==> config.mk <==
export PLATFORM = sky130hd
export DESIGN_NAME = sha_vr_round
export DESIGN_NICKNAME = d
export VERILOG_FILES = /design/src/rtl/assert_macros.svh /design/src/rtl/sha_vr_pkg.sv /design/src/rtl/sha_vr_round.sv
export SDC_FILE = /design/constraint.sdc
export NUM_CORES = 2
export LEC_CHECK = 0
export ABC_AREA = 1
export BUFFER_PORTS_ARGS = -buffer_cell sky130_fd_sc_hd__buf_4
export CORE_MARGIN = 1
export CORE_UTILIZATION = 67
export CTS_BUF_LIST = sky130_fd_sc_hd__clkbuf_8
export DETAILED_ROUTE_END_ITERATION = 10
export PLACE_DENSITY = 0.89
export SKIP_LAST_GASP = 1
export SYNTH_ARGS = -nofsm -noshare
export SYNTH_HDL_FRONTEND = slang
export SYNTH_MEMORY_MAX_BITS = 65536
export SYNTH_SLANG_ARGS = --single-unit
export TNS_END_PERCENT = 20
==> constraint.sdc <==
create_clock -name clk -period 25.5 [get_ports clk]
set_input_delay 5.1 -clock clk [delete_from_list [all_inputs] [get_ports clk]]
set_output_delay 5.1 -clock clk [all_outputs]
set_load 0.1 [all_outputs]
==> src/rtl/assert_macros.svh <==
// Assertion macros for the RTL, included by the hash top level.
`ifndef ASSERT_MACROS_SVH
`define ASSERT_MACROS_SVH
`ifndef NO_ASSERTIONS
`define ASSERT_CLK(label, clk, rst_n, prop, msg) \
	label: assert property (@(posedge clk) disable iff (!rst_n) prop) else $error(msg);
`define ASSERT_NEVER(label, clk, rst_n, expr, msg) \
	label: assert property (@(posedge clk) disable iff (!rst_n) !(expr)) else $error(msg);
`else
`define ASSERT_CLK(label, clk, rst_n, prop, msg)
`define ASSERT_NEVER(label, clk, rst_n, expr, msg)
`endif
`endif

==> src/rtl/sha_vr_pkg.sv <==
// Types, constants and round functions for the variable-round hash.
package sha_vr_pkg;
	localparam int unsigned WordW = 32;
	typedef logic [WordW-1:0] word_t;
	typedef word_t [7:0] chain_t;

	localparam chain_t Iv256 = {
		32'h5BE0CD19, 32'h1F83D9AB, 32'h9B05688C, 32'h510E527F,
		32'hA54FF53A, 32'h3C6EF372, 32'hBB67AE85, 32'h6A09E667};
	localparam chain_t Iv224 = {
		32'hBEFA4FA4, 32'h64F98FA7, 32'h68581511, 32'hFFC00B31,
		32'hF70E5939, 32'h3070DD17, 32'h367CD507, 32'hC1059ED8};

	localparam logic [7:0] PadByte = 8'h80;
	localparam logic [0:0] CfgRounds = 1'b0;
	localparam logic [0:0] CfgDigest = 1'b1;

	function automatic word_t round_k(input logic [6:0] i);
		word_t k;
		unique case (i)
			7'd0: k = 32'h428A2F98; 7'd1: k = 32'h71374491; 7'd2: k = 32'hB5C0FBCF;
			7'd3: k = 32'hE9B5DBA5; 7'd4: k = 32'h3956C25B; 7'd5: k = 32'h59F111F1;
			7'd6: k = 32'h923F82A4; 7'd7: k = 32'hAB1C5ED5; 7'd8: k = 32'hD807AA98;
			7'd9: k = 32'h12835B01; 7'd10: k = 32'h243185BE; 7'd11: k = 32'h550C7DC3;
			7'd12: k = 32'h72BE5D74; 7'd13: k = 32'h80DEB1FE; 7'd14: k = 32'h9BDC06A7;
			7'd15: k = 32'hC19BF174; 7'd16: k = 32'hE49B69C1; 7'd17: k = 32'hEFBE4786;
			7'd18: k = 32'h0FC19DC6; 7'd19: k = 32'h240CA1CC; 7'd20: k = 32'h2DE92C6F;
			7'd21: k = 32'h4A7484AA; 7'd22: k = 32'h5CB0A9DC; 7'd23: k = 32'h76F988DA;
			7'd24: k = 32'h983E5152; 7'd25: k = 32'hA831C66D; 7'd26: k = 32'hB00327C8;
			7'd27: k = 32'hBF597FC7; 7'd28: k = 32'hC6E00BF3; 7'd29: k = 32'hD5A79147;
			7'd30: k = 32'h06CA6351; 7'd31: k = 32'h14292967; 7'd32: k = 32'h27B70A85;
			7'd33: k = 32'h2E1B2138; 7'd34: k = 32'h4D2C6DFC; 7'd35: k = 32'h53380D13;
			7'd36: k = 32'h650A7354; 7'd37: k = 32'h766A0ABB; 7'd38: k = 32'h81C2C92E;
			7'd39: k = 32'h92722C85; 7'd40: k = 32'hA2BFE8A1; 7'd41: k = 32'hA81A664B;
			7'd42: k = 32'hC24B8B70; 7'd43: k = 32'hC76C51A3; 7'd44: k = 32'hD192E819;
			7'd45: k = 32'hD6990624; 7'd46: k = 32'hF40E3585; 7'd47: k = 32'h106AA070;
			7'd48: k = 32'h19A4C116; 7'd49: k = 32'h1E376C08; 7'd50: k = 32'h2748774C;
			7'd51: k = 32'h34B0BCB5; 7'd52: k = 32'h391C0CB3; 7'd53: k = 32'h4ED8AA4A;
			7'd54: k = 32'h5B9CCA4F; 7'd55: k = 32'h682E6FF3; 7'd56: k = 32'h748F82EE;
			7'd57: k = 32'h78A5636F; 7'd58: k = 32'h84C87814; 7'd59: k = 32'h8CC70208;
			7'd60: k = 32'h90BEFFFA; 7'd61: k = 32'hA4506CEB; 7'd62: k = 32'hBEF9A3F7;
			7'd63: k = 32'hC67178F2; 7'd64: k = 32'hCA273ECE; 7'd65: k = 32'hD186B8C7;
			7'd66: k = 32'hEADA7DD6; 7'd67: k = 32'hF57D4F7F; 7'd68: k = 32'h06F067AA;
			7'd69: k = 32'h0A637DC5; 7'd70: k = 32'h113F9804; 7'd71: k = 32'h1B710B35;
			7'd72: k = 32'h28DB77F5; 7'd73: k = 32'h32CAAB7B; 7'd74: k = 32'h3C9EBE0A;
			7'd75: k = 32'h431D67C4; 7'd76: k = 32'h4CC5D4BE; 7'd77: k = 32'h597F299C;
			7'd78: k = 32'h5FCB6FAB; 7'd79: k = 32'h6C44198C; 7'd80: k = 32'h7BA0EA2D;
			7'd81: k = 32'h7EABF2D0; 7'd82: k = 32'h8DBE8D03; 7'd83: k = 32'h90BB1721;
			7'd84: k = 32'h99A2AD45; 7'd85: k = 32'h9F86E289; 7'd86: k = 32'hA84C4472;
			7'd87: k = 32'hB3DF34FC; 7'd88: k = 32'hB99BB8D7; 7'd89: k = 32'hBC76CBAB;
			7'd90: k = 32'hC226A69A; 7'd91: k = 32'hD304F19A; 7'd92: k = 32'hDE1BE20A;
			7'd93: k = 32'hE39BB437; 7'd94: k = 32'hEE84927C; 7'd95: k = 32'hF3EDD277;
			7'd96: k = 32'hFBFDFE53; 7'd97: k = 32'h0BEE2C7A; 7'd98: k = 32'h0E90181C;
			7'd99: k = 32'h25F57204; 7'd100: k = 32'h2DA45582; 7'd101: k = 32'h3A52C34C;
			7'd102: k = 32'h41DC0172; 7'd103: k = 32'h495796FC; 7'd104: k = 32'h4BD31FC6;
			7'd105: k = 32'h533CDE21; 7'd106: k = 32'h5F7ABFE3; 7'd107: k = 32'h66C206B3;
			7'd108: k = 32'h6DFCC6BC; 7'd109: k = 32'h7062F20F; 7'd110: k = 32'h778D5127;
			7'd111: k = 32'h7EABA3CC; 7'd112: k = 32'h8363ECCC; 7'd113: k = 32'h85BE1C25;
			7'd114: k = 32'h93C04028; 7'd115: k = 32'h9F4A205F; 7'd116: k = 32'hA1953565;
			7'd117: k = 32'hA627BB0F; 7'd118: k = 32'hACFA8089; 7'd119: k = 32'hB3C29B23;
			7'd120: k = 32'hB602F6FA; 7'd121: k = 32'hC36CEE0A; 7'd122: k = 32'hC7DC81EE;
			7'd123: k = 32'hCE7B8471; 7'd124: k = 32'hD740288C; 7'd125: k = 32'hE21DBA7A;
			7'd126: k = 32'hEABBFF66; 7'd127: k = 32'hF56A9E60;
			default: k = '0;
		endcase
		return k;
	endfunction
endpackage

==> src/rtl/sha_vr_round.sv <==
// Shared compression round unit: one SHA-2 round and one schedule step per cycle while step is high.
module sha_vr_round (
	input  logic                 clk,
	input  logic                 load,
	input  logic                 step,
	input  logic [6:0]           idx,
	input  sha_vr_pkg::chain_t   chain_in,
	input  sha_vr_pkg::word_t    wnew,
	output sha_vr_pkg::chain_t   vars
);
	import sha_vr_pkg::*;

	word_t w_q [16];
	chain_t v_q;
	word_t wx, wy, s0, s1, wi, t1, t2, sig1, sig0, ch, maj;
	logic [3:0] i0, i1, i9, i14;

	assign i0  = idx[3:0];
	assign i1  = idx[3:0] + 4'd1;
	assign i9  = idx[3:0] + 4'd9;
	assign i14 = idx[3:0] + 4'd14;
	assign wx = w_q[i1];
	assign wy = w_q[i14];
	assign s0 = {wx[6:0], wx[31:7]} ^ {wx[17:0], wx[31:18]} ^ (wx >> 3);
	assign s1 = {wy[16:0], wy[31:17]} ^ {wy[18:0], wy[31:19]} ^ (wy >> 10);

	always_comb begin
		if (idx < 7'd16) begin
			wi = wnew;
		end else begin
			wi = w_q[i0] + s0 + w_q[i9] + s1;
		end
	end

	assign sig1 = {v_q[4][5:0], v_q[4][31:6]} ^ {v_q[4][10:0], v_q[4][31:11]}
		^ {v_q[4][24:0], v_q[4][31:25]};
	assign sig0 = {v_q[0][1:0], v_q[0][31:2]} ^ {v_q[0][12:0], v_q[0][31:13]}
		^ {v_q[0][21:0], v_q[0][31:22]};
	assign ch  = v_q[6] ^ (v_q[4] & (v_q[5] ^ v_q[6]));
	assign maj = (v_q[0] & v_q[1]) | (v_q[2] & (v_q[0] | v_q[1]));
	assign t1 = v_q[7] + sig1 + ch + round_k(idx) + wi;
	assign t2 = sig0 + maj;

	always_ff @(posedge clk) begin
		if (load) begin
			v_q <= chain_in;
		end else if (step) begin
			w_q[i0] <= wi;
			v_q[7] <= v_q[6];
			v_q[6] <= v_q[5];
			v_q[5] <= v_q[4];
			v_q[4] <= v_q[3] + t1;
			v_q[3] <= v_q[2];
			v_q[2] <= v_q[1];
			v_q[1] <= v_q[0];
			v_q[0] <= t1 + t2;
		end
	end

	assign vars = v_q;
endmodule
==> load_flow_metrics.sql, run 1 <==
INSERT INTO impl_metrics (metric_group, metric, value, unit) VALUES
('placed_design', 'place.gp.congestion', '1.190', ''),
('logic_synthesis', 'postSynthNetCount', '7636', ''),
('cts', 'ctsResizeCount', '0', ''),
('status', 'flow.stopped_at', 'global routing', ''),
('cts', 'tritoncts_num_sinks', '768', ''),
('floorplanning', 'floorplan.die.width', '296.0', 'um'),
('logic_synthesis', 'yosys_register_bits', '768', ''),
('cts', 'number_of_buffers_created_by_cts', '132', ''),
('logic_synthesis', 'yosys-top-cells-area', 'edfxtp_1 40%, nand2_1 11%, fa_1 6.6%', ''),
('floorplanning', 'floorplan.initialDensity', '67.80', '%'),
('logic_synthesis', 'yosysTopAreaCell', 'edfxtp_1', ''),
('logic_synthesis', 'synth.distinct_cells', '70', ''),
('global_route', 'grt_pass1_vias', '60970', ''),
('logic_synthesis', 'yosys_warnings', '0', ''),
('status', 'status', 'did not finish', ''),
('cts', 'htree_num_levels', '4', ''),
('global_route', 'grt_max_degree', '226', ''),
('global_route', 'globalRoute.totalOverflow', '3', ''),
('global_route', 'grt_usage', '65.73', '%'),
('cts', 'clockRootBuffer', 'clkbuf_8', ''),
('logic_synthesis', 'synth.yosys.seq_area_share', '39.83', '%'),
('cts', 'post_cts.repair.setup_buffers', '0', ''),
('placed_design', 'port_buffers', '553', ''),
('cts', 'number_of_hold_repair_buffers_added_at_the_cts_stage', '0', ''),
('floorplanning', 'dieHeight', '296.0', 'um'),
('logic_synthesis', 'synthFlopType', 'edfxtp_1', ''),
('logic_synthesis', 'post_synth_instance_area', '57910', 'um^2'),
('logic_synthesis', 'synth_enable_flop_cells', '768', ''),
('logic_synthesis', 'post_synth_inst_count', '6979', ''),
('status', 'flow.first_error', '[ERROR GRT-0116] Global routing finished with congestion. Check the congestion regions in the DRC Viewer.', ''),
('logic_synthesis', 'synth.top_cells.by_count', '1699 x nand2_1, 768 x edfxtp_1, 724 x inv_1', ''),
('placed_design', 'dpl_cell_area', '62270', 'um^2'),
('floorplanning', 'placementRows', '107', ''),
('placed_design', 'hpwlAfterDp', '192.2', 'mm'),
('logic_synthesis', 'synth_top_cell_area_share', '39.83', '%'),
('global_route', 'grt_pass1_wl', '408.4', 'mm'),
('cts', 'maximum_clock_insertion_buffer_count', '3', ''),
('floorplanning', 'top_level_ports', '554', ''),
('logic_synthesis', 'synth_async_sr_flop_share', '0', '%'),
('logic_synthesis', 'synthesis.area_per_instance', '8.297', 'um^2'),
('logic_synthesis', 'yosysMostFrequentCell', 'nand2_1', '');
[per-stage QoR]
step	std cells	worst slack (ps)	utilization [%]	hold WS [ps]
floorplan	6979	9047	-	1158
global placement	8336	7055	72.90	555.3
detailed placement	8336	6521	72.90	570.1
CTS	8567	7376	75.82	590.0
[per-layer routing]
layer / GRT usage [%] / GRT overflow
met1: 68.17 / 0
met2: 86.13 / 1
met3: 42.43 / 0
met4: 65.73 / 2
met5: 13.25 / 0
[kinds of logic after synthesis]
family | count (synthesis) | synth area share [%]
AND/OR/NAND/NOR | 2608 | 18.14
flip-flops | 768 | 39.83
XOR/XNOR | 298 | 4.507
adder cells (fa/ha/maj) | 389 | 10.74
buffers and inverters | 1169 | 8.494
multiplexers | 73 | 1.510
AO/OA/AOI/OAI | 1674 | 16.78
==> inputs of run 2 (changes only) <==
--- a/config.mk
+++ b/config.mk
@@ -8,10 +8,9 @@
 export ABC_AREA = 1
 export BUFFER_PORTS_ARGS = -buffer_cell sky130_fd_sc_hd__buf_4
 export CORE_MARGIN = 1
-export CORE_UTILIZATION = 67
-export CTS_BUF_LIST = sky130_fd_sc_hd__clkbuf_8
+export CORE_UTILIZATION = 40
 export DETAILED_ROUTE_END_ITERATION = 10
-export PLACE_DENSITY = 0.89
+export PLACE_DENSITY_LB_ADDON = 0.15
 export SKIP_LAST_GASP = 1
 export SYNTH_ARGS = -nofsm -noshare
 export SYNTH_HDL_FRONTEND = slang
==> load_flow_metrics.sql, run 2 <==
INSERT INTO impl_metrics (metric_group, metric, value, unit) VALUES
('logic_synthesis', 'synth.distinct_cells', '70', ''),
('detailed_routing', 'detail_route.drc_violations', '0', ''),
('worst_setup_path', 'slowest_stage', 'ha_4', ''),
('floorplanning', 'fp.coreArea', '143700', 'um^2'),
('global_route', 'antenna_found_initial', '12', ''),
('worst_setup_path', 'critical_path_class', 'in2reg', ''),
('logic_synthesis', 'synth.top_cells.by_count', '1699 x nand2_1, 768 x edfxtp_1, 724 x inv_1', ''),
('final_layout', 'most-common-layout-cells', '1698 x nand2_1, 768 x edfxtp_1, 721 x inv_1, 693 x o21ai_0, 656 x buf_4', ''),
('final_layout', 'layout_overhead_on_the_synthesized_area', '14.50', '%'),
('timing', 'tightest_slew', '1380', 'ps'),
('worst_setup_path', 'timing.critical_path.from_type', 'input port', ''),
('cts', 'htree_num_levels', '3', ''),
('placed_design', 'place.gp.congestion', '0.9884', ''),
('worst_setup_path', 'crit_path_frequent_cell', 'nand2_1', ''),
('logic_synthesis', 'yosys_register_bits', '768', ''),
('timing', 'post-route-period-util', '73.32', '%'),
('worst_setup_path', 'path_max_fanout', '65', ''),
('logic_synthesis', 'synth.yosys.seq_area_share', '39.83', '%'),
('logic_synthesis', 'synthFlopType', 'edfxtp_1', ''),
('global_route', 'grt_usage', '37.15', '%'),
('timing', 'final_max_slew_viol_count', '0', ''),
('final_layout', 'design.final.nets', '7956', ''),
('min_path', 'holdCritStartpoint', 'vars[198]', ''),
('logic_synthesis', 'synth_enable_flop_cells', '768', ''),
('status', 'status', 'complete, no violations', ''),
('min_path', 'worst_hold_path.num_cells', '2', ''),
('timing', 'timing.setup.tns', '0', 'ps'),
('cts', 'number_of_buffers_created_by_cts', '89', ''),
('cts', 'clkSlewWorstSetupHoldPaths', '60', 'ps'),
('detailed_routing', 'ant_nets', '0', ''),
('global_route', 'grt_pass1_wl', '387.1', 'mm'),
('detailed_routing', 'wl', '278.7', 'mm'),
('worst_setup_path', 'end_kind', 'flip-flop', ''),
('final_layout', 'regMostFlops', 'w_q', ''),
('cts', 'maximum_clock_insertion_buffer_count', '3', ''),
('global_route', 'globalRoute.totalOverflow', '0', ''),
('worst_setup_path', 'worst-endpoint-arrival', '19160', 'ps'),
('cts', 'ctsResizeCount', '0', ''),
('detailed_routing', 'first_pass_iters', '7', ''),
('detailed_routing', 'post_drt_wl_per_cell', '30.04', 'um'),
('cts', 'worstSkewPairLatency', '720', 'ps'),
('logic_synthesis', 'post_synth_inst_count', '6979', ''),
('worst_setup_path', 'critical-path-max-stage-delay', '870', 'ps'),
('timing', 'max_freq', '53.49', 'MHz'),
('logic_synthesis', 'yosys_warnings', '0', ''),
('logic_synthesis', 'postSynthNetCount', '7636', ''),
('logic_synthesis', 'synth_async_sr_flop_share', '0', '%'),
('worst_setup_path', 'timing.rr.end', 'vars[27]', ''),
('logic_synthesis', 'post_synth_instance_area', '57910', 'um^2'),
('timing', 'fin_crit', '18700', 'ps'),
('job', 'max_cap_violations', '0', ''),
('placed_design', 'port_buffers', '553', ''),
('placed_design', 'hpwlAfterDp', '207.2', 'mm'),
('cts', 'post_cts.repair.setup_buffers', '0', ''),
('final_layout', 'layout-drive-gt1-share', '12.75', '%'),
('detailed_routing', 'routed_via_density', '5.862', ''),
('timing', 'final_hold_violation_count', '0', ''),
('logic_synthesis', 'yosysMostFrequentCell', 'nand2_1', ''),
('worst_setup_path', 'timing.reg2reg.setup_slack', '13310', 'ps'),
('min_path', 'whs_endpoint', 'vars[230]', ''),
('final_layout', 'most_common_cell_after_layout_fill_and_taps_aside', 'nand2_1', ''),
('cts', 'clockRootBuffer', 'clkbuf_16', ''),
('detailed_routing', 'num_vias', '54400', ''),
('floorplanning', 'floorplan.initialDensity', '40.31', '%'),
('detailed_routing', 'first_iter_violations', '6092', ''),
('cts', 'cts_tree', 'built', ''),
('floorplanning', 'floorplan.die.width', '382.5', 'um'),
('global_route', 'grt_max_degree', '180', ''),
('worst_setup_path', 'crit-reg2reg-launch', 'w_q[4][13]', ''),
('floorplanning', 'placementRows', '139', ''),
('cts', 'number_of_hold_repair_buffers_added_at_the_cts_stage', '0', ''),
('logic_synthesis', 'synthesis.area_per_instance', '8.297', 'um^2'),
('logic_synthesis', 'yosysTopAreaCell', 'edfxtp_1', ''),
('logic_synthesis', 'synth_top_cell_area_share', '39.83', '%'),
('worst_setup_path', 'worst-r2r-cell-count', '46', ''),
('floorplanning', 'die_area', '146300', 'um^2'),
('timing', 'rsz0062_at_grt', 'no', ''),
('timing', 'worst_clock_skew', '36.30', 'ps'),
('floorplanning', 'dieHeight', '382.5', 'um'),
('floorplanning', 'top_level_ports', '554', ''),
('global_route', 'grt_pass1_vias', '51460', ''),
('final_layout', 'largest_register_ff_count', '512', ''),
('worst_setup_path', 'cp.required', '25970', 'ps'),
('cts', 'tritoncts_num_sinks', '768', ''),
('timing', 'timing.final.setup_violations', '0', ''),
('timing', 'slew_headroom', '7.008', '%'),
('logic_synthesis', 'yosys-top-cells-area', 'edfxtp_1 40%, nand2_1 11%, fa_1 6.6%', ''),
('min_path', 'hold_path_class', 'reg2reg', '');
-- run 2: cell counts after synthesis --
No cell type changed its count.
-- run 2: logic make-up after synthesis --
kind of cell               after synthesis  share of synthesized area (%)
and+or+nand+nor                       2608                          18.14
adders and majority gates              389                          10.74
xor gates and xnor gates               298                          4.507
muxes                                   73                          1.510
AOI/OAI and AO/OA                     1674                          16.78
DFF                                    768                          39.83
buffers and inverters                 1169                          8.494
-- run 2: worst max path at each step --
stage / slack (ps) / cells past startpoint / start / endpoint
6_report: 6800 / 52 / idx[1] / vars[31]
3_3_place_gp: 6320 / 52 / idx[1] / vars[31]
3_5_place_dp: 6310 / 52 / idx[1] / vars[31]
5_1_grt: 6010 / 55 / idx[0] / vars[31]
2_1_floorplan: 9050 / 61 / idx[3] / vars[31]
4_1_cts: 6990 / 52 / idx[1] / vars[31]
-- run 2: through the flow --
step	hold WS [ps]	area, um^2	utilization (%)	std cells	worst slack [ps]
CTS	580.3	66280	46.14	9269	6986
detailed placement	566.9	63370	44.12	9111	6314
global route	603.4	66290	46.15	9275	6006
global placement	564.2	63370	44.12	9111	6324
floorplan	1158	57910	-	6979	9047
finish	579.2	66300	46.15	9279	6804
-- run 2: worst max-delay path: cells and delay by family --
family	cells	cell delay (ps)
simple gates	19	2870
xor+xnor	3	810
buf+inv	9	2560
mux	1	660
compound gates	10	2080
fa+ha+maj	10	4890
-- run 2: per-layer routing --
metal | vias up | wire, um | global-route usage [%]
met2 | 2982 | 130500 | 60.82
met4 | 10 | 18060 | 21.01
li1 | 24270 | - | -
met3 | 639 | 23830 | 7.266
met1 | 26490 | 106300 | 45.70
met5 | - | 56 | 0
-- run 2: final cells by class --
class,count,area [um^2]
Timing Repair Buffer,662,5035
Fill cell,14250,77350
Inverter,736,2783
Clock buffer,106,2312
Clock inverter,52,590.6
Multi-Input combinational cell,5042,30110
Antenna cell,10,25.02
Sequential cell,768,23060
Tap cell,1903,2381
Power of run 2 is left out: the tool's default activity adds up to more than one toggle a clock period on the data nets, which glitch-free logic cannot reach.
